[config.mk]
export PLATFORM = sky130hd
export DESIGN_NAME = riff_wave_chunk_parser
export DESIGN_NICKNAME = d
export VERILOG_FILES = /design/src/rtl/core/rwcp_pkg.sv /design/src/rtl/core/riff_wave_chunk_parser.sv /design/src/rtl/core/rwcp_in_stage.sv /design/src/rtl/core/rwcp_cfg_regs.sv /design/src/rtl/core/rwcp_parser.sv
export VERILOG_INCLUDE_DIRS = /design/src /design/src/rtl/core
export SDC_FILE = /design/constraint.sdc
export NUM_CORES = 1
export LEC_CHECK = 0
export BUFFER_PORTS_ARGS = -buffer_cell sky130_fd_sc_hd__clkbuf_2
export CORE_MARGIN = 5
export CORE_UTILIZATION = 55
export CTS_CLUSTER_DIAMETER = 30
export DETAILED_ROUTE_END_ITERATION = 8
export PLACE_DENSITY = 0.73
export SLEW_MARGIN = 40
export SYNTH_ARGS = -nofsm -noshare
export SYNTH_HDL_FRONTEND = slang
export SYNTH_SLANG_ARGS = --single-unit
[constraint.sdc]
create_clock -name aclk -period 8.9 [get_ports aclk]
set_input_delay 1.335 -clock aclk [delete_from_list [all_inputs] [get_ports aclk]]
set_output_delay 1.335 -clock aclk [all_outputs]
set_load 0.02 [all_outputs]
[src/rtl/core/riff_wave_chunk_parser_assert.svh]
// assertion macros for the riff wave chunk parser
// used by the top level only, no other dependencies
`ifndef RIFF_WAVE_CHUNK_PARSER_ASSERT_SVH
`define RIFF_WAVE_CHUNK_PARSER_ASSERT_SVH

// same-cycle implication
`define RWCP_ASSERT_NOW(label, clk, rstn, ante, cons) \
    label: assert property (@(posedge clk) disable iff (!(rstn)) (ante) |-> (cons)) \
        else $error("rwcp same-cycle check failed");

// next-cycle implication
`define RWCP_ASSERT_NEXT(label, clk, rstn, ante, cons) \
    label: assert property (@(posedge clk) disable iff (!(rstn)) (ante) |=> (cons)) \
        else $error("rwcp next-cycle check failed");

`endif

[src/rtl/core/rwcp_pkg.sv]
// shared types and constants of the riff wave chunk parser
// no dependencies; used by every module of the block
package rwcp_pkg;

    localparam logic [31:0] ID_FMT     = 32'h2074_6d66;
    localparam logic [31:0] ID_DATA    = 32'h6174_6164;
    localparam logic [31:0] MAGIC_RIFF = 32'h4646_4952;
    localparam logic [31:0] MAGIC_WAVE = 32'h4556_4157;

    localparam logic [15:0] FORMAT_TAG_RESET = 16'd1;
    localparam int unsigned APB_ADDR_W = 3;

    typedef enum logic [6:0] {
        PH_HEADER    = 7'b0000001,
        PH_CHUNK_HDR = 7'b0000010,
        PH_FMT       = 7'b0000100,
        PH_DATA      = 7'b0001000,
        PH_SKIP      = 7'b0010000,
        PH_PAD       = 7'b0100000,
        PH_FINISHED  = 7'b1000000
    } rwcp_phase_t;

    typedef enum logic [1:0] {
        ERR_NONE   = 2'd0,
        ERR_MAGIC  = 2'd1,
        ERR_FORMAT = 2'd2,
        ERR_TRUNC  = 2'd3
    } rwcp_err_t;

    typedef enum logic [0:0] {
        REG_FORMAT_TAG = 1'b0
    } rwcp_reg_t;

    typedef struct packed {
        logic [7:0] byte_in;
        logic       start_of_file;
        logic       end_of_file;
    } rwcp_item_t;

    typedef struct packed {
        logic       payload_valid;
        logic [7:0] payload_byte;
        logic       parse_done;
        rwcp_err_t  error_code;
    } rwcp_result_t;

endpackage

[src/rtl/core/riff_wave_chunk_parser.sv]
// top level of the riff wave chunk parser
// depends on rwcp_pkg, rwcp_in_stage, rwcp_cfg_regs, rwcp_parser and the assert header
//
// usage:
// - input channel (s_*): one byte of a wave file per item, with start_of_file on
//   the first byte of a file and end_of_file on the last byte available
// - result channel (m_*): an item for every data chunk byte and one more flag
//   parse_done with error_code when the parse finishes (both may share an item)
// - bytes that give no result are consumed silently
// - apb port: register 0 at byte address 0 holds the accepted format tag
// - a result is registered: its byte sits in the input register, then parse logic
//   loads the result register
// - throughput: one byte per cycle while m_ready is high, set by the phase and counter
//   update, combinational between the input register and the result register
// - stall: while m_ready is low the result register holds, one more byte waits
//   in the input register and s_ready then drops
// - reset: parse returns to the file header phase, format tag returns to 1,
//   both registers empty
// - after a finish, bytes are dropped until the next start_of_file
`include "riff_wave_chunk_parser_assert.svh"

module riff_wave_chunk_parser (
    input  logic                            aclk,
    input  logic                            aresetn,
    input  logic                            s_valid,
    output logic                            s_ready,
    input  logic [7:0]                      s_byte_in,
    input  logic                            s_start_of_file,
    input  logic                            s_end_of_file,
    output logic                            m_valid,
    input  logic                            m_ready,
    output logic                            m_payload_valid,
    output logic [7:0]                      m_payload_byte,
    output logic                            m_parse_done,
    output logic [1:0]                      m_error_code,
    input  logic                            psel,
    input  logic                            penable,
    input  logic                            pwrite,
    input  logic [rwcp_pkg::APB_ADDR_W-1:0] paddr,
    input  logic [31:0]                     pwdata,
    output logic [31:0]                     prdata,
    output logic                            pready
);

    rwcp_pkg::rwcp_item_t   s_item;
    rwcp_pkg::rwcp_item_t   item;
    rwcp_pkg::rwcp_result_t result;
    logic                   item_valid;
    logic                   advance;
    logic [15:0]            format_tag;
    logic                   tag_write;

    assign s_item.byte_in       = s_byte_in;
    assign s_item.start_of_file = s_start_of_file;
    assign s_item.end_of_file   = s_end_of_file;

    assign m_payload_valid = result.payload_valid;
    assign m_payload_byte  = result.payload_byte;
    assign m_parse_done    = result.parse_done;
    assign m_error_code    = result.error_code;

    assign tag_write = psel && penable && pwrite
                       && (paddr[rwcp_pkg::APB_ADDR_W-1] == rwcp_pkg::REG_FORMAT_TAG);

    rwcp_in_stage u_in_stage (
        .aclk       (aclk),
        .aresetn    (aresetn),
        .s_valid    (s_valid),
        .s_ready    (s_ready),
        .s_item     (s_item),
        .advance    (advance),
        .item_valid (item_valid),
        .item       (item)
    );

    rwcp_cfg_regs u_cfg_regs (
        .aclk       (aclk),
        .aresetn    (aresetn),
        .psel       (psel),
        .penable    (penable),
        .pwrite     (pwrite),
        .paddr      (paddr),
        .pwdata     (pwdata),
        .prdata     (prdata),
        .pready     (pready),
        .format_tag (format_tag)
    );

    rwcp_parser u_parser (
        .aclk       (aclk),
        .aresetn    (aresetn),
        .item_valid (item_valid),
        .item       (item),
        .format_tag (format_tag),
        .advance    (advance),
        .m_ready    (m_ready),
        .m_valid    (m_valid),
        .result     (result)
    );

    `RWCP_ASSERT_NOW(a_ready_when_out_empty, aclk, aresetn, !m_valid, s_ready)
    `RWCP_ASSERT_NOW(a_result_not_empty, aclk, aresetn, m_valid, m_payload_valid || m_parse_done)
    `RWCP_ASSERT_NEXT(a_tag_written, aclk, aresetn, tag_write, format_tag == $past(pwdata[15:0]))

endmodule

[src/rtl/core/rwcp_in_stage.sv]
// input register of the riff wave chunk parser
// depends on rwcp_pkg for the item type
module rwcp_in_stage (
    input  logic              aclk,
    input  logic              aresetn,
    input  logic              s_valid,
    output logic              s_ready,
    input  rwcp_pkg::rwcp_item_t s_item,
    input  logic              advance,
    output logic              item_valid,
    output rwcp_pkg::rwcp_item_t item
);

    logic                 valid_reg;
    logic                 valid_next;
    rwcp_pkg::rwcp_item_t item_reg;

    assign s_ready    = !valid_reg || advance;
    assign item_valid = valid_reg;
    assign item       = item_reg;

    always_comb begin
        valid_next = valid_reg;
        if (s_valid && s_ready) begin
            valid_next = 1'b1;
        end else if (advance) begin
            valid_next = 1'b0;
        end
    end

    always_ff @(posedge aclk) begin
        if (!aresetn) begin
            valid_reg <= 1'b0;
        end else begin
            valid_reg <= valid_next;
        end
    end

    always_ff @(posedge aclk) begin
        if (s_valid && s_ready) begin
            item_reg <= s_item;
        end
    end

endmodule

[src/rtl/core/rwcp_cfg_regs.sv]
// apb configuration register of the riff wave chunk parser
// depends on rwcp_pkg for the register map and reset value
module rwcp_cfg_regs (
    input  logic                            aclk,
    input  logic                            aresetn,
    input  logic                            psel,
    input  logic                            penable,
    input  logic                            pwrite,
    input  logic [rwcp_pkg::APB_ADDR_W-1:0] paddr,
    input  logic [31:0]                     pwdata,
    output logic [31:0]                     prdata,
    output logic                            pready,
    output logic [15:0]                     format_tag
);

    logic [15:0] tag_reg;
    logic        sel_tag;

    assign pready     = 1'b1;
    assign sel_tag    = paddr[rwcp_pkg::APB_ADDR_W-1] == rwcp_pkg::REG_FORMAT_TAG;
    assign format_tag = tag_reg;
    assign prdata     = sel_tag ? {16'd0, tag_reg} : 32'd0;

    always_ff @(posedge aclk) begin
        if (!aresetn) begin
            tag_reg <= rwcp_pkg::FORMAT_TAG_RESET;
        end else if (psel && penable && pwrite && pready && sel_tag) begin
            tag_reg <= pwdata[15:0];
        end
    end

endmodule

[src/rtl/core/rwcp_parser.sv]
// parse state, per-byte next-state logic and result register
// depends on rwcp_pkg for phases, error codes, ids and item types
module rwcp_parser (
    input  logic                   aclk,
    input  logic                   aresetn,
    input  logic                   item_valid,
    input  rwcp_pkg::rwcp_item_t   item,
    input  logic [15:0]            format_tag,
    output logic                   advance,
    input  logic                   m_ready,
    output logic                   m_valid,
    output rwcp_pkg::rwcp_result_t result
);

    rwcp_pkg::rwcp_phase_t phase_reg, phase_next, ph;
    logic [3:0]  fcnt_reg, fcnt_next, fc;
    logic [33:0] rem_reg, rem_next, rem;
    logic [31:0] id_reg, id_next, id;
    logic [31:0] len_reg, len_next, len;
    logic [31:0] bl_reg, bl_next, bl;
    logic [7:0]  tag_reg, tag_next, tag;

    logic        out_valid_reg, out_valid_next;
    rwcp_pkg::rwcp_result_t res_reg, res;

    logic [7:0]  b;
    logic [31:0] lane_val, id_ins, len_ins, bl_dec, len_m1;
    logic [33:0] rem_body, rem_hdr, rem_wave, after_rem;
    logic        fin, pv, do_after, body_end, active;
    rwcp_pkg::rwcp_err_t code;

    function automatic logic le_zero(input logic [33:0] r);
        return r[33] || (r == 34'd0);
    endfunction

    assign advance = item_valid && (!out_valid_reg || m_ready);
    assign m_valid = out_valid_reg;
    assign result  = res_reg;

    always_comb begin
        b   = item.byte_in;
        ph  = item.start_of_file ? rwcp_pkg::PH_HEADER : phase_reg;
        fc  = item.start_of_file ? 4'd0  : fcnt_reg;
        rem = item.start_of_file ? 34'd0 : rem_reg;
        id  = item.start_of_file ? 32'd0 : id_reg;
        len = item.start_of_file ? 32'd0 : len_reg;
        bl  = item.start_of_file ? 32'd0 : bl_reg;
        tag = item.start_of_file ? 8'd0  : tag_reg;

        phase_next = ph;
        fcnt_next  = fc;
        rem_next   = rem;
        id_next    = id;
        len_next   = len;
        bl_next    = bl;
        tag_next   = tag;

        fin       = 1'b0;
        code      = rwcp_pkg::ERR_NONE;
        pv        = 1'b0;
        do_after  = 1'b0;
        body_end  = 1'b0;
        active    = 1'b1;
        after_rem = rem;

        lane_val = {24'd0, b} << {fc[1:0], 3'b000};
        id_ins   = id | lane_val;
        len_ins  = len | lane_val;
        bl_dec   = bl - 32'd1;
        len_m1   = len - 32'd1;
        rem_body = rem - {2'b00, len} - {33'd0, len[0]};
        rem_hdr  = rem - 34'd8;
        rem_wave = {2'b00, len} - 34'd4;

        unique case (ph)
            rwcp_pkg::PH_HEADER: begin
                if (!fc[2] || fc[3]) begin
                    id_next = id_ins;
                end else begin
                    len_next = len_ins;
                end
                fcnt_next = fc + 4'd1;
                if (fc == 4'd3) begin
                    if (id_ins != rwcp_pkg::MAGIC_RIFF) begin
                        fin  = 1'b1;
                        code = rwcp_pkg::ERR_MAGIC;
                    end
                    id_next = 32'd0;
                end else if (fc >= 4'd11) begin
                    if (id_ins != rwcp_pkg::MAGIC_WAVE) begin
                        fin  = 1'b1;
                        code = rwcp_pkg::ERR_MAGIC;
                    end else begin
                        do_after  = 1'b1;
                        after_rem = rem_wave;
                    end
                end
            end
            rwcp_pkg::PH_CHUNK_HDR: begin
                if (!fc[2]) begin
                    id_next = id_ins;
                end else begin
                    len_next = len_ins;
                end
                fcnt_next = {1'b0, fc[2:0]} + 4'd1;
                if (fc[2:0] == 3'd7) begin
                    rem_next = rem_hdr;
                    bl_next  = len_ins;
                    tag_next = 8'd0;
                    if (id == rwcp_pkg::ID_FMT) begin
                        phase_next = rwcp_pkg::PH_FMT;
                    end else if (id == rwcp_pkg::ID_DATA) begin
                        phase_next = rwcp_pkg::PH_DATA;
                    end else begin
                        phase_next = rwcp_pkg::PH_SKIP;
                    end
                    // empty chunk ends right at its header
                    if (len_ins == 32'd0) begin
                        if (id == rwcp_pkg::ID_FMT) begin
                            fin  = 1'b1;
                            code = rwcp_pkg::ERR_FORMAT;
                        end else begin
                            do_after  = 1'b1;
                            after_rem = rem_hdr;
                        end
                    end
                end
            end
            rwcp_pkg::PH_FMT: begin
                bl_next = bl_dec;
                if (bl == len) begin
                    tag_next = b;
                end else if (bl == len_m1 && {b, tag} != format_tag) begin
                    fin  = 1'b1;
                    code = rwcp_pkg::ERR_FORMAT;
                end
                if (!fin && bl_dec == 32'd0) begin
                    body_end = 1'b1;
                end
            end
            rwcp_pkg::PH_DATA: begin
                pv      = 1'b1;
                bl_next = bl_dec;
                if (bl_dec == 32'd0) begin
                    body_end = 1'b1;
                end
            end
            rwcp_pkg::PH_SKIP: begin
                bl_next = bl_dec;
                if (bl_dec == 32'd0) begin
                    body_end = 1'b1;
                end
            end
            rwcp_pkg::PH_PAD: begin
                do_after  = 1'b1;
                after_rem = rem;
            end
            rwcp_pkg::PH_FINISHED: begin
                active = 1'b0;
            end
            default: begin
                phase_next = rwcp_pkg::PH_FINISHED;
                active     = 1'b0;
            end
        endcase

        if (body_end) begin
            if (id == rwcp_pkg::ID_FMT && len < 32'd2) begin
                fin  = 1'b1;
                code = rwcp_pkg::ERR_FORMAT;
            end else if (len[0]) begin
                phase_next = rwcp_pkg::PH_PAD;
                rem_next   = rem_body;
            end else begin
                do_after  = 1'b1;
                after_rem = rem_body;
            end
        end

        if (do_after) begin
            rem_next = after_rem;
            if (le_zero(after_rem)) begin
                fin  = 1'b1;
                code = rwcp_pkg::ERR_NONE;
            end else begin
                phase_next = rwcp_pkg::PH_CHUNK_HDR;
                fcnt_next  = 4'd0;
                id_next    = 32'd0;
                len_next   = 32'd0;
            end
        end

        if (active && item.end_of_file && !fin) begin
            fin  = 1'b1;
            code = rwcp_pkg::ERR_TRUNC;
        end

        if (fin) begin
            phase_next = rwcp_pkg::PH_FINISHED;
        end

        res.payload_valid = pv;
        res.payload_byte  = pv ? b : 8'd0;
        res.parse_done    = fin;
        res.error_code    = fin ? code : rwcp_pkg::ERR_NONE;
    end

    always_comb begin
        out_valid_next = out_valid_reg;
        if (advance) begin
            out_valid_next = res.payload_valid || res.parse_done;
        end else if (m_ready) begin
            out_valid_next = 1'b0;
        end
    end

    always_ff @(posedge aclk) begin
        if (!aresetn) begin
            phase_reg     <= rwcp_pkg::PH_HEADER;
            fcnt_reg      <= 4'd0;
            rem_reg       <= 34'd0;
            id_reg        <= 32'd0;
            len_reg       <= 32'd0;
            bl_reg        <= 32'd0;
            tag_reg       <= 8'd0;
            out_valid_reg <= 1'b0;
        end else begin
            out_valid_reg <= out_valid_next;
            if (advance) begin
                phase_reg <= phase_next;
                fcnt_reg  <= fcnt_next;
                rem_reg   <= rem_next;
                id_reg    <= id_next;
                len_reg   <= len_next;
                bl_reg    <= bl_next;
                tag_reg   <= tag_next;
            end
        end
    end

    always_ff @(posedge aclk) begin
        if (advance) begin
            res_reg <= res;
        end
    end

endmodule
# --- Word level (Yosys, flattened, before mapping) ---
# Cells that the tools add are included.
# W data, S select, Z words.
totals:
  ff_bits: 189
  in_bits: 52
op_classes:
  n_addsub: 8
  magnitude_cmp: 2
  eq_ne: 16
  n_shift: 1
  n_mux: 103
  bitwise: 3
  n_reduce_logical: 29
op_table:
  columns: ["cell", "count"]
  rows:
  - ["$mux W34", 16]
  - ["$mux W32", 13]
  - ["$pmux W32 S2", 3]
  - ["$pmux W34 S2", 1]
  - ["$eq A32 B32 Y1", 2]
  - ["$logic_not A32 Y1", 2]
  - ["$ne A32 B31 Y1 const B", 2]
  - ["$or A32 B32 Y32", 2]
  - ["$sub A32 B1 Y32 const B", 2]
  - ["$mux W7", 9]
  - ["$logic_not A34 Y1", 1]
  - ["$mux W1", 34]
  - ["$sub A34 B1 Y34", 1]
  - ["$sub A34 B32 Y34", 1]
  - ["$sub A34 B4 Y34 const B", 1]
  - ["$sub A32 B3 Y33 const B", 1]
  - ["$eq A32 B30 Y1 const B", 1]
  - ["$eq A32 B31 Y1 const B", 1]
  - ["$lt A32 B2 Y1 const B", 1]
  - ["$shl A8 B5 Y32", 1]
  - ["$mux W2", 12]
  - ["$mux W8", 3]
  - ["$mux W16", 1]
  - ["$ne A16 B16 Y1", 1]
  - ["other kinds (28)", 50]

# --- Depth between registers and ports, before layout ---
depth:
  word_depth: 21
  mapped_depth: 32
  mapped_depth_nobuf: 19

# --- Hierarchy ---
# Synthesis repeated with hierarchy kept, for this count alone.
unflattened:
  hier_cells: 2420
  area_unflattened_um2: 17382.9
modules_own_cells:
  columns: ["mod", "n_inst", "cells_per_inst", "area_each_um2", "seq_area_each_um2"]
  rows:
  - ["rwcp_parser", 1, 2299, 16113.0, 3363.2]
  - ["rwcp_cfg_regs", 1, 106, 912.1, 320.3]
  - ["rwcp_in_stage", 1, 15, 357.8, 320.3]

# --- Worst setup path after synthesis ---
# OpenSTA, ideal clock, no wires.
synth_path:
  kind: "register to register"
  startpoint: "reg u_in_stage.item_reg, in the netlist u_in_stage.item[1]"
  endpoint: "reg u_parser.len_reg[17]"
  arrival_ns: 6.249
  t_required_ns: 8.830
  slack_ns: 2.581
  stages_incl_launch_ff: 30
  synth_period_minus_slack_ns: 6.319
  path_cell_list: "edfxtp_1 -> buf_2 -> buf_4 -> buf_6 -> buf_2 -> buf_2 -> buf_1 -> buf_2 -> buf_2 -> buf_2 -> buf_2 -> buf_1 -> clkbuf_1 -> nor2b_1 -> ha_1 -> inv_1 -> ha_1 -> a21o_1 -> o21bai_1 -> a21bo_2 -> a21oi_1 -> xnor2_1 -> or4_1 -> nor3_1 -> nand4_1 -> o41a_1 -> a2bb2o_4 -> buf_6 -> or4b_1 -> a21oi_1"
synth_between:
  elab_chain_len: 16
synth_lines:
  columns: ["item", "line", "source"]
  rows:
  - ["start: declaration", "rwcp_in_stage.sv:16", "rwcp_pkg::rwcp_item_t item_reg;"]
  - ["start signal: assignment", "rwcp_in_stage.sv:41", "item_reg <= s_item;"]
  - ["$mux W32", "rwcp_parser.sv:46", "len = item.start_of_file ? 32'd0 : len_reg;"]
  - ["$sub A32 B1 Y32", "rwcp_parser.sv:70", "len_m1 = len - 32'd1;"]
  - ["$eq A32 B32 Y1", "rwcp_parser.sv:133", "end else if (bl == len_m1 && {b, tag} != format_tag) begin"]
  - ["$logic_and A1 B1 Y1", "rwcp_parser.sv:133", null]
  - ["$mux W1", "rwcp_parser.sv:133", null]
  - ["$mux W1", "rwcp_parser.sv:131", "if (bl == len) begin"]
  - ["$mux W1", "rwcp_parser.sv:75", "unique case (ph)"]
  - ["$logic_not A1 Y1", "rwcp_parser.sv:137", "if (!fin && bl_dec == 32'd0) begin"]
  - ["$logic_and A1 B1 Y1", "rwcp_parser.sv:137", null]
  - ["$mux W1", "rwcp_parser.sv:137", null]
  - ["$pmux W1 S2", "rwcp_parser.sv:75", null]
  - ["$mux W34", "rwcp_parser.sv:167", "if (body_end) begin"]
  - ["$logic_not A34 Y1", "rwcp_parser.sv:33", "return r[33] || (r == 34'd0);"]
  - ["$logic_or A1 B1 Y1", "rwcp_parser.sv:33", null]
  - ["$mux W32", "rwcp_parser.sv:182", "if (le_zero(after_rem)) begin"]
  - ["$mux W32 *", "rwcp_parser.sv:180", "if (do_after) begin"]
  - ["end signal: assignment", "rwcp_parser.sv:234", "len_reg <= len_next;"]
  - ["end: declaration", "rwcp_parser.sv:19", "logic [31:0] len_reg, len_next, len;"]
# Every way passes the cells marked *; elsewhere a longest branch is shown, timed or not. The select of a mux whose other input is x is not followed.
# A chain may end at the register's enable or synchronous reset.

# --- Worst setup path after layout ---
layout_path:
  startpoint: "reg u_in_stage.item_reg, in the netlist u_in_stage.item[1]"
  endpoint: "reg u_parser.id_reg[23]"
layout_between:
  elab_chain_len: 16
layout_lines:
  columns: ["item", "line", "source"]
  rows:
  - ["$mux W32", "rwcp_parser.sv:46", null]
  - ["$sub A32 B1 Y32", "rwcp_parser.sv:70", null]
  - ["$eq A32 B32 Y1", "rwcp_parser.sv:133", null]
  - ["$logic_and A1 B1 Y1", "rwcp_parser.sv:133", null]
  - ["$mux W1", "rwcp_parser.sv:133", null]
  - ["$mux W1", "rwcp_parser.sv:131", null]
  - ["$mux W1", "rwcp_parser.sv:75", null]
  - ["$logic_not A1 Y1", "rwcp_parser.sv:137", null]
  - ["$logic_and A1 B1 Y1", "rwcp_parser.sv:137", null]
  - ["$mux W1", "rwcp_parser.sv:137", null]
  - ["$pmux W1 S2", "rwcp_parser.sv:75", null]
  - ["$mux W34", "rwcp_parser.sv:167", null]
  - ["$logic_not A34 Y1", "rwcp_parser.sv:33", null]
  - ["$logic_or A1 B1 Y1", "rwcp_parser.sv:33", null]
  - ["$mux W32", "rwcp_parser.sv:182", null]
  - ["$mux W32 *", "rwcp_parser.sv:180", null]
  - ["end signal: assignment", "rwcp_parser.sv:233", "id_reg <= id_next;"]
  - ["end: declaration", "rwcp_parser.sv:18", "logic [31:0] id_reg, id_next, id;"]
# Marked as above.

==> key figures <==
Final layout
  – Largest register FFs: 34
  – Reg area: between 4000 and 5000 um2
  – Multi-input gate area: approximately 13000 um2
  – Antenna Cells: 0
  – Ratio of cells with drive above 1 in the final layout: 0.08347
  – Final #Nets: ~2.6k
  – Synth-to-Final Area Change: 5.690%
  – Final Instance Count excl. Fillers: approximately 3.0k
  – Final core occ: 0.5887
  – Fillers: 3126

Global routing
  – Largest net degree at the start of global routing: 120
  – Via count of the first global-routing pass: 19.17k
  – Gr usage total: 0.4347
  – First-pass GRT wire length: approximately 120 mm
  – Antenna violations before repair: 4
  – Total congestion overflow: 0

Pwr
  – Pleak: approximately 7.4 nW
  – Post-layout power: about 2.3 mW
  – Power per cell area: between 100 and 150 nW/um2
  – Worst VDD drop: around 0.15 mV

Yosys
  – Seq/Total Area, Yosys: 0.2215
  – Most frequent cell after synthesis: nand2_1
  – Cell taking the most area after synthesis: dfxtp_1
  – Synth top cells by count: nand2_1 (295), nor2_1 (253), a21oi_1 (222), dfxtp_1 (167)
  – Main flop type after synthesis: dfxtp_1
  – Cell variety after synth: 100
  – Top post-synthesis cells by area: dfxtp_1 (18%), a21oi_1 (6.1%), nand2_1 (6.1%), nor2_1 (5.3%), ha_1 (4.7%)
  – Share of the synthesized area in the top cell type: 0.1850
  – Synth Instances: 2585
  – Flops & latches, synth: approximately 190
  – Ys Warns: 0
  – Synth Cell Area: approximately 18000 um2
  – Syn Area/Cell: around 7.0 um2
  – Post-synth EDFFs: 22
  – Async SR Flop Fraction: 0

Timing
  – Final hold viol count: 0
  – PnR worst setup slack: between 1.5 and 2 ns
  – # setup viols final: 0
  – Skew final: between 0.02 and 0.03 ns
  – RSZ-0062 raised after global routing: no
  – Final slew viol count: 0
  – Fin crit share: 0.7931
  – Final TNS setup: 0 ns
  – Relative slew slack: 0.3663
  – Fin crit period: 7.059 ns
  – Fmax: roughly 0.14 GHz
  – Worst Tran Pin Value: roughly 0.95 ns

Routing
  – Vias: ~21k
  – DRT iter0 DRCs: approximately 4.1k
  – 1st-pass router iterations: 9
  – WL per Instance: 27.63 um
  – Antenna Violating Nets Remaining: 0
  – Drt drc: 8
  – Wirelength, routed: 82.05 mm
  – Vias per cell: 7.209

Setup path
  – CP required: approximately 9.3 ns
  – CP startpoint kind: flip-flop
  – Crit Reg-Reg Startpoint: u_in_stage.item[1]
  – Crit Path Category: reg2reg
  – CP endpoint kind: flip-flop
  – Critical path origin: u_in_stage.item[1]
  – Critical Path AT: between 7 and 8 ns
  – Worst-path fanout max: 32

Die
  – Site row count: 66
  – Io pins: about 100
  – Die width: 191.3 um
  – Core ar.: between 30000 and 40000 um2
  – Die height: 191.3 um
  – Die area: about 37000 um2
  – Initial Utilization: 0.5570

Clocking
  – Clock Sinks: about 190
  – CTS Hold Bufs: 0
  – Total CTS buffers: 17
  – CTS tree: built
  – Root buf cell: clkbuf_16
  – Clock transition at path regs: about 0.080 ns
  – # resized after CTS: 0
  – Post-CTS setup buffer count: 0
  – Max H-tree Level: 4
  – Worst skew pair latency: 0.49 ns
  – Clock Path Buffers: 2

Place
  – Placer Congestion: between 1 and 1.5
  – Pre-CTS setup slack: between 2 and 2.5 ns
  – Port bufs: 63
  – Dpl cells: approximately 3k
  – Dpl hpwl: between 60 and 70 mm

Worst hold path
  – Hold Path Origin: u_cfg_regs.format_tag[7]
  – Worst min-delay path class: reg2reg

Status
  – Status: finished, violations left
  – Failing checks: design-rule violations

Run
  – Max Cap Viol: 0
==> kinds of logic (layout without fill, tap and decap cells) <==
logic type,after synthesis,count (layout),synth area share
compound gates,761,761,0.2745
xor+xnor,139,139,0.06735
fa+ha+maj,69,69,0.04818
buf+inv,325,253,0.07635
flops,189,189,0.2215
mux,14,14,0.007891
other cells,2,17,0.0004155
simple gates,1086,1086,0.3039
==> worst max-delay path, cell delays in order, from the launching register on <==
cell      delay [ns]
edfxtp_1        0.36
buf_4           0.26
inv_2           0.66
nand2_1         0.67
fa_1            0.63
nand2b_1        0.17
a21o_1          0.21
a41oi_1         0.58
nor3_1          0.11
a21oi_1         0.30
xnor2_1         0.20
or4_1           0.63
nor3_1          0.30
nand4_1         0.19
o41a_1          0.46
a2bb2o_4        0.49
nand2_1         0.41
o22ai_1         0.29
==> final timing paths <==
path | to | slack, ns | cells past startpoint
worst max-delay path | u_parser.id_reg[23] | 1.84 | 17
worst min-delay path | u_cfg_regs.format_tag[7] | 0.46 | 2
worst max register to register | u_parser.id_reg[23] | 1.84 | 17
worst min register to register | u_cfg_regs.format_tag[7] | 0.46 | 2
==> power by group <==
group / internal, mW / leakage [nW] / switching, mW
registers: 0.880 / 1.58 / 0.0261
logic: 0.174 / 5.55 / 0.373
clock network: 0.388 / 0.283 / 0.420
==> final cells by class <==
cell class	instances	area share
clock buffer	21	0.02410
timing repair buffer	119	0.03956
clock inverter	11	0.006091
tap	442	0.02895
inverter	102	0.02017
sequential	189	0.2096
multi-input combinational	2086	0.6716
==> layout by cell type, fill, tap and decap left out, types with 65 or more instances in the layout <==
cell / Yosys / layout
nor2b_1: 66 / 65
o21ai_0: 152 / 152
ha_1: 68 / 68
xnor2_1: 94 / 94
inv_1: 99 / 98
nand2_1: 295 / 295
a21oi_1: 222 / 221
nor2_1: 253 / 252
dfxtp_1: 167 / 167
nand3_1: 73 / 73
nor3_1: 89 / 89
==> through the flow <==
stage | hold WS, ns | instance area (um2)
after global placement | 0.4425 | 18450
after global routing | 0.4800 | 19100
final | 0.4596 | 19100
after CTS | 0.4604 | 19070
after detailed placement | 0.4485 | 18500
after floorplan | 0.4304 | 18130
==> metal layers <==
layer,GRT usage,wire length (um)
met5,0.002747,14
met3,0.1525,12880
met1,0.5945,31800
met4,0.2119,4882
met2,0.6049,32470
Power figures use the tool's default switching activity.
